### config.mk
export PLATFORM = sky130hd
export DESIGN_NAME = cursor_override_escape_scanner_top
export DESIGN_NICKNAME = d
export VERILOG_FILES = /design/src/rtl/coesc_pkg.sv /design/src/rtl/cursor_override_escape_scanner_top.sv
export SDC_FILE = /design/constraint.sdc
export NUM_CORES = 1
export LEC_CHECK = 0
export BUFFER_PORTS_ARGS = -buffer_cell sky130_fd_sc_hd__buf_2
export CORE_MARGIN = 1.5
export CORE_UTILIZATION = 60
export DETAILED_ROUTE_END_ITERATION = 8
export GPL_TIMING_DRIVEN = 1
export PLACE_DENSITY = 0.88
export SLEW_MARGIN = 20
export SYNTH_ARGS = -nofsm -noshare
export SYNTH_HDL_FRONTEND = slang
export SYNTH_SLANG_ARGS = --single-unit
### constraint.sdc
create_clock -name i_clk -period 5.2 [get_ports i_clk]
set_clock_uncertainty 0.1 [all_clocks]
set_input_delay 1.04 -clock i_clk [delete_from_list [all_inputs] [get_ports i_clk]]
set_output_delay 1.04 -clock i_clk [all_outputs]
set_load 0.05 [all_outputs]
### src/rtl/coesc_pkg.sv
// shared types and constants for the cursor override escape scanner
package coesc_pkg;

    // default depth of the parameter digit buffer
    localparam int PARAM_BUFFER_SIZE = 16;

    // value at which the decimal parameter stops growing
    localparam logic [19:0] VALUE_CAP = 20'd100000;

    // parameter values and bounds that select special actions
    localparam logic [19:0] PARAM_BLINK_MODE = 20'd12;
    localparam logic [19:0] PARAM_ALT_1049   = 20'd1049;
    localparam logic [19:0] PARAM_ALT_1047   = 20'd1047;
    localparam logic [19:0] PARAM_ALT_47     = 20'd47;
    localparam logic [19:0] PARAM_STYLE_MAX  = 20'd6;

    // byte codes
    localparam logic [7:0] CH_ESC   = 8'h1B;
    localparam logic [7:0] CH_LBRK  = 8'h5B;
    localparam logic [7:0] CH_SPACE = 8'h20;
    localparam logic [7:0] CH_QUEST = 8'h3F;
    localparam logic [7:0] CH_BANG  = 8'h21;
    localparam logic [7:0] CH_ZERO  = 8'h30;
    localparam logic [7:0] CH_NINE  = 8'h39;
    localparam logic [7:0] CH_LC_C  = 8'h63;
    localparam logic [7:0] CH_LC_Q  = 8'h71;
    localparam logic [7:0] CH_LC_H  = 8'h68;
    localparam logic [7:0] CH_LC_L  = 8'h6C;
    localparam logic [7:0] CH_LC_P  = 8'h70;

    // scan states
    typedef enum logic [2:0] {
        ST_NORMAL = 3'd0,
        ST_ESC    = 3'd1,
        ST_CSI    = 3'd2,
        ST_SP     = 3'd3,
        ST_PRIV   = 3'd4,
        ST_BANG   = 3'd5
    } t_scan_state;

    // one result word
    typedef struct packed {
        logic valid;
        logic style;
        logic blink;
    } t_flag_word;

endpackage

### src/rtl/cursor_override_escape_scanner_top.sv
// cursor override escape scanner: byte scan state machine with two-entry output buffer
// an accepted byte's flags go to the output register, or to the skid slot while a result waits there
// throughput: one byte per cycle while the skid slot is empty; input ready drops while it is full
// two output slots (result register plus skid) keep input ready while one result waits
// synchronous active-low reset: scan state normal text, parameter zero, both flags zero,
// output buffer empty
module cursor_override_escape_scanner_top #(
    parameter int PARAM_BUFFER_SIZE = coesc_pkg::PARAM_BUFFER_SIZE
) (
    input  logic       i_clk,
    input  logic       i_rst_n,
    input  logic       i_in_valid,
    output logic       o_in_ready,
    input  logic [7:0] i_stream_byte,
    output logic       o_out_valid,
    input  logic       i_out_ready,
    output logic       o_style_overridden,
    output logic       o_blink_overridden
);
    import coesc_pkg::*;

    localparam int CW = $clog2(PARAM_BUFFER_SIZE);

    t_scan_state   r_state, n_state;
    logic [CW-1:0] r_count, n_count;
    logic [19:0]   r_value, n_value;
    logic          r_style, n_style;
    logic          r_blink, n_blink;
    t_flag_word    r_out, n_out;
    t_flag_word    r_skd, n_skd;

    logic          accept;
    logic          is_digit;
    logic          keep_digit;
    logic [19:0]   digit_value;
    logic [19:0]   grown_value;
    t_flag_word    new_word;

    assign accept   = i_in_valid && o_in_ready;
    assign is_digit = (i_stream_byte >= CH_ZERO) && (i_stream_byte <= CH_NINE);

    // digit accumulation with buffer limit and value cap
    assign keep_digit  = r_count < CW'(PARAM_BUFFER_SIZE - 1);
    assign digit_value = {16'd0, i_stream_byte[3:0]};
    assign grown_value = (r_value < VALUE_CAP)
                       ? (r_value << 3) + (r_value << 1) + digit_value
                       : r_value;

    // scan state update for one byte
    always_comb begin
        n_state = r_state;
        n_count = r_count;
        n_value = r_value;
        n_style = r_style;
        n_blink = r_blink;
        if (accept) begin
            case (r_state)
                ST_NORMAL: begin
                    if (i_stream_byte == CH_ESC) n_state = ST_ESC;
                end
                ST_ESC: begin
                    if (i_stream_byte == CH_LC_C) begin
                        n_style = 1'b0;
                        n_blink = 1'b0;
                        n_state = ST_NORMAL;
                    end else if (i_stream_byte == CH_LBRK) begin
                        n_count = '0;
                        n_value = '0;
                        n_state = ST_CSI;
                    end else if (i_stream_byte != CH_ESC) begin
                        n_state = ST_NORMAL;
                    end
                end
                ST_CSI: begin
                    if (is_digit) begin
                        if (keep_digit) begin
                            n_count = r_count + 1'b1;
                            n_value = grown_value;
                        end
                    end else if (i_stream_byte == CH_SPACE) begin
                        n_state = ST_SP;
                    end else if (i_stream_byte == CH_QUEST) begin
                        n_count = '0;
                        n_value = '0;
                        n_state = ST_PRIV;
                    end else if (i_stream_byte == CH_BANG) begin
                        n_state = ST_BANG;
                    end else if (i_stream_byte == CH_ESC) begin
                        n_state = ST_ESC;
                    end else begin
                        n_state = ST_NORMAL;
                    end
                end
                ST_SP: begin
                    if (i_stream_byte == CH_LC_Q) begin
                        if ((r_value != '0) && (r_value <= PARAM_STYLE_MAX)) begin
                            n_style = 1'b1;
                            n_blink = 1'b1;
                        end else begin
                            n_style = 1'b0;
                            n_blink = 1'b0;
                        end
                        n_state = ST_NORMAL;
                    end else if (i_stream_byte == CH_ESC) begin
                        n_state = ST_ESC;
                    end else begin
                        n_state = ST_NORMAL;
                    end
                end
                ST_PRIV: begin
                    if (is_digit) begin
                        if (keep_digit) begin
                            n_count = r_count + 1'b1;
                            n_value = grown_value;
                        end
                    end else if (i_stream_byte == CH_LC_H) begin
                        if (r_value == PARAM_BLINK_MODE) n_blink = 1'b1;
                        n_state = ST_NORMAL;
                    end else if (i_stream_byte == CH_LC_L) begin
                        if (r_value == PARAM_BLINK_MODE) begin
                            n_blink = 1'b0;
                        end else if ((r_value == PARAM_ALT_1049) ||
                                     (r_value == PARAM_ALT_1047) ||
                                     (r_value == PARAM_ALT_47)) begin
                            n_style = 1'b0;
                            n_blink = 1'b0;
                        end
                        n_state = ST_NORMAL;
                    end else if (i_stream_byte == CH_ESC) begin
                        n_state = ST_ESC;
                    end else begin
                        n_state = ST_NORMAL;
                    end
                end
                ST_BANG: begin
                    if (i_stream_byte == CH_LC_P) begin
                        n_style = 1'b0;
                        n_blink = 1'b0;
                        n_state = ST_NORMAL;
                    end else if (i_stream_byte == CH_ESC) begin
                        n_state = ST_ESC;
                    end else begin
                        n_state = ST_NORMAL;
                    end
                end
                default: begin
                    n_state = ST_NORMAL;
                end
            endcase
        end
    end

    // result word for the accepted byte
    assign new_word = '{valid: accept, style: n_style, blink: n_blink};

    // output register and skid slot
    assign o_in_ready = !r_skd.valid;

    always_comb begin
        n_out = r_out;
        n_skd = r_skd;
        if (!r_out.valid || i_out_ready) begin
            if (r_skd.valid) begin
                n_out = r_skd;
                n_skd = new_word;
            end else begin
                n_out = new_word;
            end
        end else if (accept) begin
            n_skd = new_word;
        end
    end

    // state registers
    always_ff @(posedge i_clk) begin
        if (!i_rst_n) begin
            r_state   <= ST_NORMAL;
            r_count   <= '0;
            r_value   <= '0;
            r_style   <= 1'b0;
            r_blink   <= 1'b0;
            r_out     <= '0;
            r_skd     <= '0;
        end else begin
            r_state   <= n_state;
            r_count   <= n_count;
            r_value   <= n_value;
            r_style   <= n_style;
            r_blink   <= n_blink;
            r_out     <= n_out;
            r_skd     <= n_skd;
        end
    end

    assign o_out_valid        = r_out.valid;
    assign o_style_overridden = r_out.style;
    assign o_blink_overridden = r_out.blink;

endmodule
After elaboration in Yosys (flattened, before gate mapping). Cells that the tools add are included.

Add/sub/neg operators: 3. $lt $le $gt $ge: 5. Equal/unequal tests: 30. Muxes and demuxes: 58. Reductions and logical operators: 15.

Operators by type and width (count): 2-to-1 mux 20 bit (8); one-hot mux 20 bit (3 select lines) (1); equality test 8 x 7 -> 1 bit (second input constant) (6); 2-to-1 mux 3 bit (16); equality test 20 x 11 -> 1 bit (second input constant) (2); 2-to-1 mux 4 bit (7); equality test 8 x 6 -> 1 bit (second input constant) (3); 2-to-1 mux 1 bit (22); adder 20 bit (1); adder 20 x 4 -> 20 bit (1); equality test 20 x 4 -> 1 bit (second input constant) (1); equality test 20 x 6 -> 1 bit (second input constant) (1); less-or-equal comparator 20 x 3 -> 1 bit (second input constant) (1); less-than comparator 20 x 17 -> 1 bit (second input constant) (1); nonzero test 20 bit (1); one-hot mux 3 bit (6 select lines) (1); inequality test 2 bit (second input constant) (7); one-hot mux 4 bit (3 select lines) (1); equality test 8 x 5 -> 1 bit (second input constant) (1); greater-or-equal comparator 8 x 6 -> 1 bit (second input constant) (1); less-or-equal comparator 8 x 6 -> 1 bit (second input constant) (1); inequality test 8 x 5 -> 1 bit (second input constant) (1); one-hot mux 1 bit (4 select lines) (2); AND reduction 7 bit (1); 15 further kinds (23).

Flip-flop bits (word level): 35. Bits of input ports: 12. Logic and storage cells: 122.

Logic depth before layout (Yosys ltp). Gate-level depths: netlist (run 1).

Word-level depth: 12. Mapped depth: 12. Gate-level depth less buffers: 11.

Worst setup path after synthesis (run 1). Ideal clock, no wire load.

Path type: input -> register. Start point: input port i_stream_byte[3]. End point: register r_value[16]. Setup time: 118 ps. Arrival: 3484 ps. Required time: 4982 ps. Path slack: 1498 ps. Stages on the path: 12. Cells stage by stage: buf_6 inv_1 fa_1 inv_1 fa_1 a211oi_1 nor2_1 o221ai_1 a21boi_0 or3_1 a21oi_1 nor2_1.

Longest elaborated chain between the ends: 5. Elaborated cells on any way between the ends: 19.

Ends and longest elaborated chain: start, declared (line cursor_override_escape_scanner_top.sv:14) `input logic [7:0] i_stream_byte,`; adder 20 x 4 -> 20 bit (line cursor_override_escape_scanner_top.sv:46) `? (r_value << 3) + (r_value << 1) + digit_value`; 2-to-1 mux 20 bit (line cursor_override_escape_scanner_top.sv:46); 2-to-1 mux 20 bit (line cursor_override_escape_scanner_top.sv:76, cursor_override_escape_scanner_top.sv:112); 2-to-1 mux 20 bit (on tied branches) (line cursor_override_escape_scanner_top.sv:111, cursor_override_escape_scanner_top.sv:75); one-hot mux 20 bit (3 select lines) (line cursor_override_escape_scanner_top.sv:57) `case (r_state)`; end signal, assigned (line cursor_override_escape_scanner_top.sv:187) `r_value <= n_value;`; end, declared (line cursor_override_escape_scanner_top.sv:26) `logic [19:0] r_value, n_value;`.

Parallel ways exist; a longest one is shown, timed or not. The select of a mux whose other input is x is not followed. A chain may end at the register's enable or synchronous reset.

Worst setup path after layout (run 1). Same ends and word-level chain as after synthesis.

==> results of run 1 <==
through the flow:
| stage | instance area, um^2 | hold slack, ns | setup WS [ns] | power, mW | utilization |
|---|---|---|---|---|---|
| CTS | 3150 | 0.368 | 1.42 | 0.511 | 0.663 |
| detailed placement | 3070 | 0.359 | 1.12 | 0.312 | 0.645 |
| floorplan | 2970 | 0.341 | 1.50 | 0.300 | - |
| global route | 3160 | 0.385 | 1.17 | 0.528 | 0.664 |
| finish | 3160 | 0.366 | 1.40 | 0.509 | 0.664 |
| global placement | 3070 | 0.352 | 1.19 | 0.310 | 0.645 |
cell families (layout without fill, tap and decap cells):
kind of cell	Yosys count	after routing	synth area share
flops	35	35	0.236
compound gates	110	110	0.245
simple gates	135	135	0.253
xor+xnor	14	14	0.0412
fa+ha+maj	37	37	0.161
mux	8	8	0.0273
buf+inv	23	33	0.0374
worst paths after layout:
kind	from	endpoint	slack (ns)
max	i_stream_byte[3]	r_value[16]	1.40
min	o_blink_overridden	o_blink_overridden	0.37
max reg2reg	r_value[2]	r_value[16]	1.91
min reg2reg	o_blink_overridden	o_blink_overridden	0.37
state kept, by name, indices dropped and copies added (netlist names):
signal              cells
o_blink_overridden      1
o_out_valid             1
o_style_overridden      1
r_blink                 1
r_count                 4
r_skd                   3
r_state                 3
r_style                 1
r_value                20
metal layers:
layer / share of wire / wire length [um] / vias to the layer above
li1: - / - / 1398
met3: 0.044 / 288 / 13
met5: 0 / 0 / -
met4: 0.017 / 112 / 0
met1: 0.47 / 3080 / 1312
met2: 0.47 / 3110 / 78
layout make-up:
| type | instances | area (um^2) | share of cell area |
|---|---|---|---|
| Multi-Input combinational cell | 304 | 2160 | 0.686 |
| Sequential cell | 35 | 701 | 0.222 |
| Tap cell | 67 | 83.8 | 0.0266 |
| Clock buffer | 6 | 82.6 | 0.0262 |
| Timing Repair Buffer | 16 | 82.6 | 0.0262 |
| Inverter | 10 | 37.5 | 0.0119 |
| Clock inverter | 1 | 5.00 | 0.00159 |
synth_stat cells (all sizes together) (3+ instances only):
cell type | number | share of area
xor2 | 8 | 0.024
nor2 | 37 | 0.047
nand3 | 16 | 0.027
or4 | 4 | 0.010
a21oi | 29 | 0.049
a2111oi | 4 | 0.014
a211oi | 6 | 0.015
nor2b | 6 | 0.013
nand2b | 6 | 0.013
inv | 10 | 0.013
o221ai | 3 | 0.0088
nand3b | 4 | 0.010
and3 | 4 | 0.0084
a21o | 4 | 0.010
nor3 | 9 | 0.015
a31oi | 11 | 0.023
nand2 | 20 | 0.025
o21a | 3 | 0.0076
o21ai | 23 | 0.039
buf | 11 | 0.022
nor3b | 5 | 0.016
xnor2 | 6 | 0.018
nand4 | 4 | 0.0084
nor4 | 3 | 0.0063
o211ai | 3 | 0.0076
nor4b | 3 | 0.014
dfxtp | 35 | 0.24
ha | 35 | 0.15
mux2i | 7 | 0.024
worst min-delay path: stages (launching register included):
cell and delay (ns):
dfxtp_1 0.31, nand3_1 0.06, o31ai_1 0.06
report_power, final:
part | internal (mW) | switching (mW)
Clock | 0.104 | 0.0987
Sequential | 0.270 | 0.00121
Combinational | 0.0113 | 0.0240
Total | 0.385 | 0.124
==> impl_metrics.yaml, run 1 <==
global_routing:
  grt_pass1_wl_um: 11700
  grt_busiest_layer: "met2"
  grt_max_degree: 28
  globalRouteOverflowTotal: 0
  grt_pass1_vias: 2605
  use_met2: 0.447
  grt_usage: 0.270
  antenna_found_initial: 0
  grt_use_met1: 0.346
  use_met3: 0.0562
floorplan:
  die_w_um: 73.4
  initial_utilization: 0.626
  pin_count: 16
  die_area_um2: 5390
  rows: 25
  fp.coreArea_um2: 4750
  die_height_um: 73.4
outcome:
  outcome: "finished, final reports clean"
clocking:
  cts_sinks: 35
  htree_levels: 2
  clk_latency_ns: 0.29
  holdBufCountCts: 0
  ctsRootBufferMaster: "clkbuf_8"
  cts_resized: 0
  numCtsBuffers: 5
  tritoncts: "done"
  cts_setup_buffers: 0
  path_clk_slew_ns: 0.07
  clockBufferDepth: 2
power_and_ir_drop:
  p_leak_nw: 1.44
  power_density_nw_per_um2: 161
  ir_drop_v: 0.0000946
finish:
  fin_nets: 421
  fin_cells: 439
  drive_above_1_share: 0.0941
  fillers: 414
  final_cell_mix: "nor2_1 (37), ha_1 (35), dfxtp_1 (35), a21oi_1 (29), o21ai_0 (22)"
  layout_commonest_cell: "nor2_1"
  syn_to_final_growth_pct: 6.10
  num_antenna_cells: 0
hold_path:
  min_path_cells: 2
  hp-class: "reg2reg"
routing:
  drt_iter0_markers: 266
  post_drt_wl_per_cell_um: 15.0
  via_per_inst: 6.38
  dr.pass1.iters: 5
  drc: 0
  vias: 2801
  ant_nets: 0
  wl_um: 6590
worst_setup_path:
  cp_num_buf_inv: 3
  worstPathMaxFanout: 11
  required_ns: 5.28
  critPathKind: "in2reg"
  cp_data_arrival_time_ns: 3.88
  crit_path_end_kind: "flip-flop"
  rr_worst_depth: 11
  critPathTopFamily: "adder cells"
  crit_chain: "buf_2 -> inv_1 -> fa_1 -> inv_1 -> fa_1 -> a211oi_1 -> nor2_1 -> o221ai_1 -> a21boi_0 -> or3_1 -> a21oi_1 -> nor2_1"
  cp_slowest_cell: "fa_1"
  slowest_delay_ns: 0.53
  cp_num_cells: 12
  cp-start-kind: "input pin"
placement:
  hpwl_um: 4830
  port_buffers: 15
  placed_cells: 432
  place.gp.congestion: 0.907
logic_synthesis:
  synthFlopType: "dfxtp_1"
  async_reset_ff_frac: 0
  synthCells: 362
  seq_area_frac_synth: 0.236
  syn_avg_cell_area_um2: 8.22
  syn_nets: 411
  yosysWarningCount: 0
  synth_edf_count: 0
  ys_types: 67
  netlist_area_um2: 2970
  yosys_register_bits: 35
sta:
  rsz0062_at_grt: "no"
  max_freq_mhz: 263
  fin_setup_tns_ns: 0
  drv_slew: 0
  period_minus_slack_ns: 3.80
  fin_crit_sh: 0.730
  finalSetupViolCount: 0
  timing.final.hold_violations: 0
  slew_headroom: 0.585
  worst_slew_pin_slew_ns: 0.614
job:
  drv_cap: 0
No activity file was read; power rests on OpenSTA's default activity.
==> run 2, diff against run 1 <==
==> constraint.sdc (replaced) <==
create_clock -name i_clk -period 3.7 [get_ports i_clk]
set_clock_uncertainty 0.1 [all_clocks]
set_input_delay 0.74 -clock i_clk [delete_from_list [all_inputs] [get_ports i_clk]]
set_output_delay 0.74 -clock i_clk [all_outputs]
set_load 0.05 [all_outputs]
==> run 2 against run 1 <==
Via count grew 0.89%. Clock power grew 54%. First-iteration DRC count shrank 6.4%. Sequential power grew 41%. Sequential cell count is the same. Largest cell class unchanged.
==> impl_metrics.yaml, run 2 (same netlist as run 1, synthesis figures left out) <==
finish:
  syn_to_final_growth_pct: 7.74
  fin_nets: 426
  largest_reg_flops: 20
  fin_util: 0.674
  drive_above_1_share: 0.103
  largest_registers: "r_value (20), r_count (4)"
  final_cell_mix: "nor2_1 (37), ha_1 (35), dfxtp_1 (35), a21oi_1 (29), o21ai_0 (22)"
  largest_register: "r_value"
  layout_commonest_cell: "nor2_1"
  num_antenna_cells: 0
power_and_ir_drop:
  power_density_nw_per_um2: 232
  p_leak_nw: 1.47
  p_comb_frac: 0.069
  pwr-share-clk: 0.420
  ir_drop_v: 0.000147
  p_switching_mw: 0.179
  seq_power_share: 0.511
  internal_power_mw: 0.566
  switching_share: 0.240
worst_setup_path:
  crit_path_end_kind: "flip-flop"
  cp-start-kind: "input pin"
  worstPathMaxFanout: 3
  critPathKind: "in2reg"
  cp_data_arrival_time_ns: 3.41
  required_ns: 3.78
routing:
  post_drt_wl_per_cell_um: 15.3
  drc: 0
  dr.pass1.iters: 4
  vias: 2826
  wl_um: 6810
  via_per_inst: 6.35
  ant_nets: 0
  drt_iter0_markers: 249
clocking:
  cts_sinks: 35
  holdBufCountCts: 0
  clockBufferDepth: 2
  ctsRootBufferMaster: "clkbuf_8"
  path_clk_slew_ns: 0.07
  clk_latency_ns: 0.29
  cts_setup_buffers: 0
  numCtsBuffers: 5
  htree_levels: 2
  cts_resized: 0
  tritoncts: "done"
hold_path:
  hp-class: "reg2reg"
outcome:
  outcome: "finished, final reports clean"
placement:
  port_buffers: 15
  place.gp.congestion: 0.918
  hpwl_um: 5050
sta:
  fin_crit_sh: 0.898
  max_freq_mhz: 301
  worst_slew_pin_slew_ns: 0.690
  drv_slew: 0
  slew_headroom: 0.540
  rsz0062_at_grt: "no"
  fin_setup_tns_ns: 0
  period_minus_slack_ns: 3.32
  finalSetupViolCount: 0
  timing.final.hold_violations: 0
floorplan:
  rows: 25
  die_area_um2: 5390
  initial_utilization: 0.626
  die_height_um: 73.4
  fp.coreArea_um2: 4750
  pin_count: 16
  die_w_um: 73.4
global_routing:
  grt_usage: 0.277
  antenna_found_initial: 0
  grt_pass1_vias: 2637
  grt_pass1_wl_um: 11800
  globalRouteOverflowTotal: 0
  grt_max_degree: 21
job:
  drv_cap: 0
[run 2: through the flow]
step	worst slack (ns)	cell area [um^2]	power, mW	cells	hold WS, ns
final	0.379	3200	0.745	445	0.376
after global routing	0.153	3200	0.775	445	0.405
after CTS	0.386	3200	0.751	445	0.379
after detailed placement	0.0891	3100	0.440	437	0.370
after global placement	0.140	3100	0.438	437	0.352
after floorplan	0.298	2970	0.421	362	0.341
[run 2: routing by layer]
layer / track usage / share of wire / up-vias
met2: 0.462 / 0.48 / 82
li1: - / - / 1413
met1: 0.357 / 0.45 / 1317
met4: 0.107 / 0.019 / 0
met5: 0 / 0 / -
met3: 0.0453 / 0.050 / 14
[run 2: layout make-up]
type | instances | area, um^2
clock buffers | 8 | 100
fillers | 405 | 1550
inverters | 10 | 37.5
multi-input cells | 304 | 2160
flip-flops and latches | 35 | 701
well taps | 67 | 83.8
repair buffers | 21 | 120
[run 2: worst max-delay path, stage by stage]
cell,delay (ns)
buf_2,0.09
inv_1,0.05
fa_1,0.53
inv_1,0.07
fa_1,0.48
a211oi_1,0.34
nor2_1,0.11
o221ai_1,0.22
a21boi_0,0.19
or3_1,0.37
a21oi_1,0.15
nor2_1,0.06
[run 2: final timing paths]
path | start | slack [ns] | depth (start not counted) | to
setup / recovery | i_stream_byte[3] | 0.38 | 12 | r_value[16]
hold / removal | r_count[1] | 0.38 | 2 | r_count[1]
setup reg to reg | r_value[0] | 0.44 | 11 | r_value[16]
hold reg to reg | r_count[1] | 0.38 | 2 | r_count[1]
[run 2: power groups by stage]
| stage | registers (mW) | logic, mW | clock network, mW |
|---|---|---|---|
| floorplan | 0.392 | 0.0291 | 0 |
| global placement | 0.389 | 0.0489 | 0 |
| detailed placement | 0.389 | 0.0503 | 0 |
| CTS | 0.381 | 0.0506 | 0.320 |
| global route | 0.381 | 0.0567 | 0.337 |
| finish | 0.381 | 0.0513 | 0.313 |
==> run 3, diff against run 2 <==
--- a/config.mk
+++ b/config.mk
@@ -10,7 +10,7 @@
 export CORE_UTILIZATION = 60
 export DETAILED_ROUTE_END_ITERATION = 8
 export GPL_TIMING_DRIVEN = 1
-export PLACE_DENSITY = 0.88
+export PLACE_DENSITY_LB_ADDON = 0.3
 export SLEW_MARGIN = 20
 export SYNTH_ARGS = -nofsm -noshare
 export SYNTH_HDL_FRONTEND = slang
==> run 3 against run 2 <==
First-iteration DRC count decreased by 4.0%. Final area about the same. Sequential power about the same. Die area unchanged. Non-clock buffer count decreased by 2. Critical path type unchanged. Global-route usage decreased by 1.1 points. Sequential share of layout area about the same. Wire length decreased by 3.4%. Worst hold slack improved by 0.0051 ns. Sequential cell count unchanged. Core utilization decreased by 0.053 points.
==> impl_metrics.yaml, run 3 (same netlist as run 1, synthesis figures left out) <==
worst_setup_path:
  cp_data_arrival_time_ns: 3.43
  required_ns: 3.79
  crit_path_end_kind: "flip-flop"
  slowest_delay_ns: 0.53
  worstPathMaxFanout: 3
  cp-start-kind: "input pin"
  cp_slowest_cell: "fa_1"
  crit_chain: "buf_2 -> inv_1 -> fa_1 -> inv_1 -> fa_1 -> a211oi_1 -> nor2_1 -> o221ai_1 -> a21boi_0 -> or3_1 -> a21oi_1 -> nor2_1"
  critPathKind: "in2reg"
clocking:
  cts_resized: 0
  path_clk_slew_ns: 0.08
  numCtsBuffers: 5
  holdBufCountCts: 0
  ctsRootBufferMaster: "clkbuf_8"
  cts_setup_buffers: 0
  tritoncts: "done"
  clk_latency_ns: 0.29
  cts_sinks: 35
  clockBufferDepth: 2
  htree_levels: 2
finish:
  final_cell_mix: "nor2_1 (37), ha_1 (35), dfxtp_1 (35), a21oi_1 (29), o21ai_0 (22)"
  fin_cells: 443
  num_antenna_cells: 0
  drive_above_1_share: 0.101
  largest_registers: "r_value (20), r_count (4)"
  largest_reg_flops: 20
  largest_register: "r_value"
  layout_commonest_cell: "nor2_1"
  fin_util: 0.673
  syn_to_final_growth_pct: 7.66
  fin_nets: 424
routing:
  dr.pass1.iters: 4
  wl_um: 6580
  ant_nets: 0
  post_drt_wl_per_cell_um: 14.9
  vias: 2773
  drt_iter0_markers: 239
  via_per_inst: 6.26
  drc: 0
sta:
  timing.final.hold_violations: 0
  rsz0062_at_grt: "no"
  finalSetupViolCount: 0
  worst_slew_pin_slew_ns: 0.674
  drv_slew: 0
  holdWs_ns: 0.381
  fin_crit_sh: 0.904
  max_freq_mhz: 299
  fin_setup_tns_ns: 0
  period_minus_slack_ns: 3.34
  slew_headroom: 0.551
global_routing:
  grt_pass1_vias: 2589
  grt_max_degree: 24
  grt_pass1_wl_um: 11300
  grt_usage: 0.266
  antenna_found_initial: 0
  globalRouteOverflowTotal: 0
power_and_ir_drop:
  p_total_mw: 0.783
  power_density_nw_per_um2: 245
  p_leak_nw: 1.47
  ir_drop_v: 0.000121
floorplan:
  fp.coreArea_um2: 4750
  die_w_um: 73.4
  die_area_um2: 5390
  rows: 25
  die_height_um: 73.4
  initial_utilization: 0.626
  pin_count: 16
hold_path:
  hp-class: "reg2reg"
outcome:
  outcome: "finished, final reports clean"
placement:
  port_buffers: 15
  place.gp.congestion: 0.898
  placed_cells: 435
  hpwl_um: 4950
job:
  drv_cap: 0
==> run 3: cell count changes in the layout (fill, tap and decap cells not counted) <==
| cell | change |
|---|---|
| clkinv_2 | +1 |
| buf_4 | -2 |
| clkbuf_1 | -1 |
| clkinv_4 | +1 |
| bufinv_16 | +1 |
| clkbuf_8 | -2 |
==> run 3: metrics by stage <==
stage,area (um^2),setup WS [ns]
global placement,3090,0.112
finish,3200,0.355
floorplan,2970,0.298
global route,3200,0.170
CTS,3200,0.357
detailed placement,3090,0.0443
==> run 3: worst max-delay path: cells and delay by family <==
kind                       cells  cell delay, ns
AOI/OAI and AO/OA              4            0.94
and+or+nand+nor                3            0.55
adders and majority gates      2            1.00
buffers and inverters          3            0.21
==> run 3: layout make-up <==
class | count | area (um^2)
Multi-Input combinational cell | 304 | 2160
Fill cell | 410 | 1550
Sequential cell | 35 | 701
Timing Repair Buffer | 19 | 105
Tap cell | 67 | 83.8
Clock buffer | 5 | 68.8
Clock inverter | 3 | 43.8
Inverter | 10 | 37.5
==> run 3: final timing paths <==
path	start	to	slack, ns	cells past startpoint
max	i_stream_byte[3]	r_value[16]	0.36	12
min	r_value[19]	r_value[19]	0.38	2
min reg2reg	r_value[19]	r_value[19]	0.38	2
max reg2reg	r_value[2]	r_value[16]	0.40	11
==> run 3: power by group <==
part           internal, mW  switching, mW  total [mW]
Combinational        0.0165         0.0335      0.0500
Sequential            0.379        0.00168       0.380
Clock                 0.201          0.152       0.353
==> run 3: routing by layer <==
metal | part of all wire | global-route usage
met1 | 0.47 | 0.338
met2 | 0.47 | 0.438
met3 | 0.041 | 0.0480
met4 | 0.012 | 0.119
met5 | 0 | 0
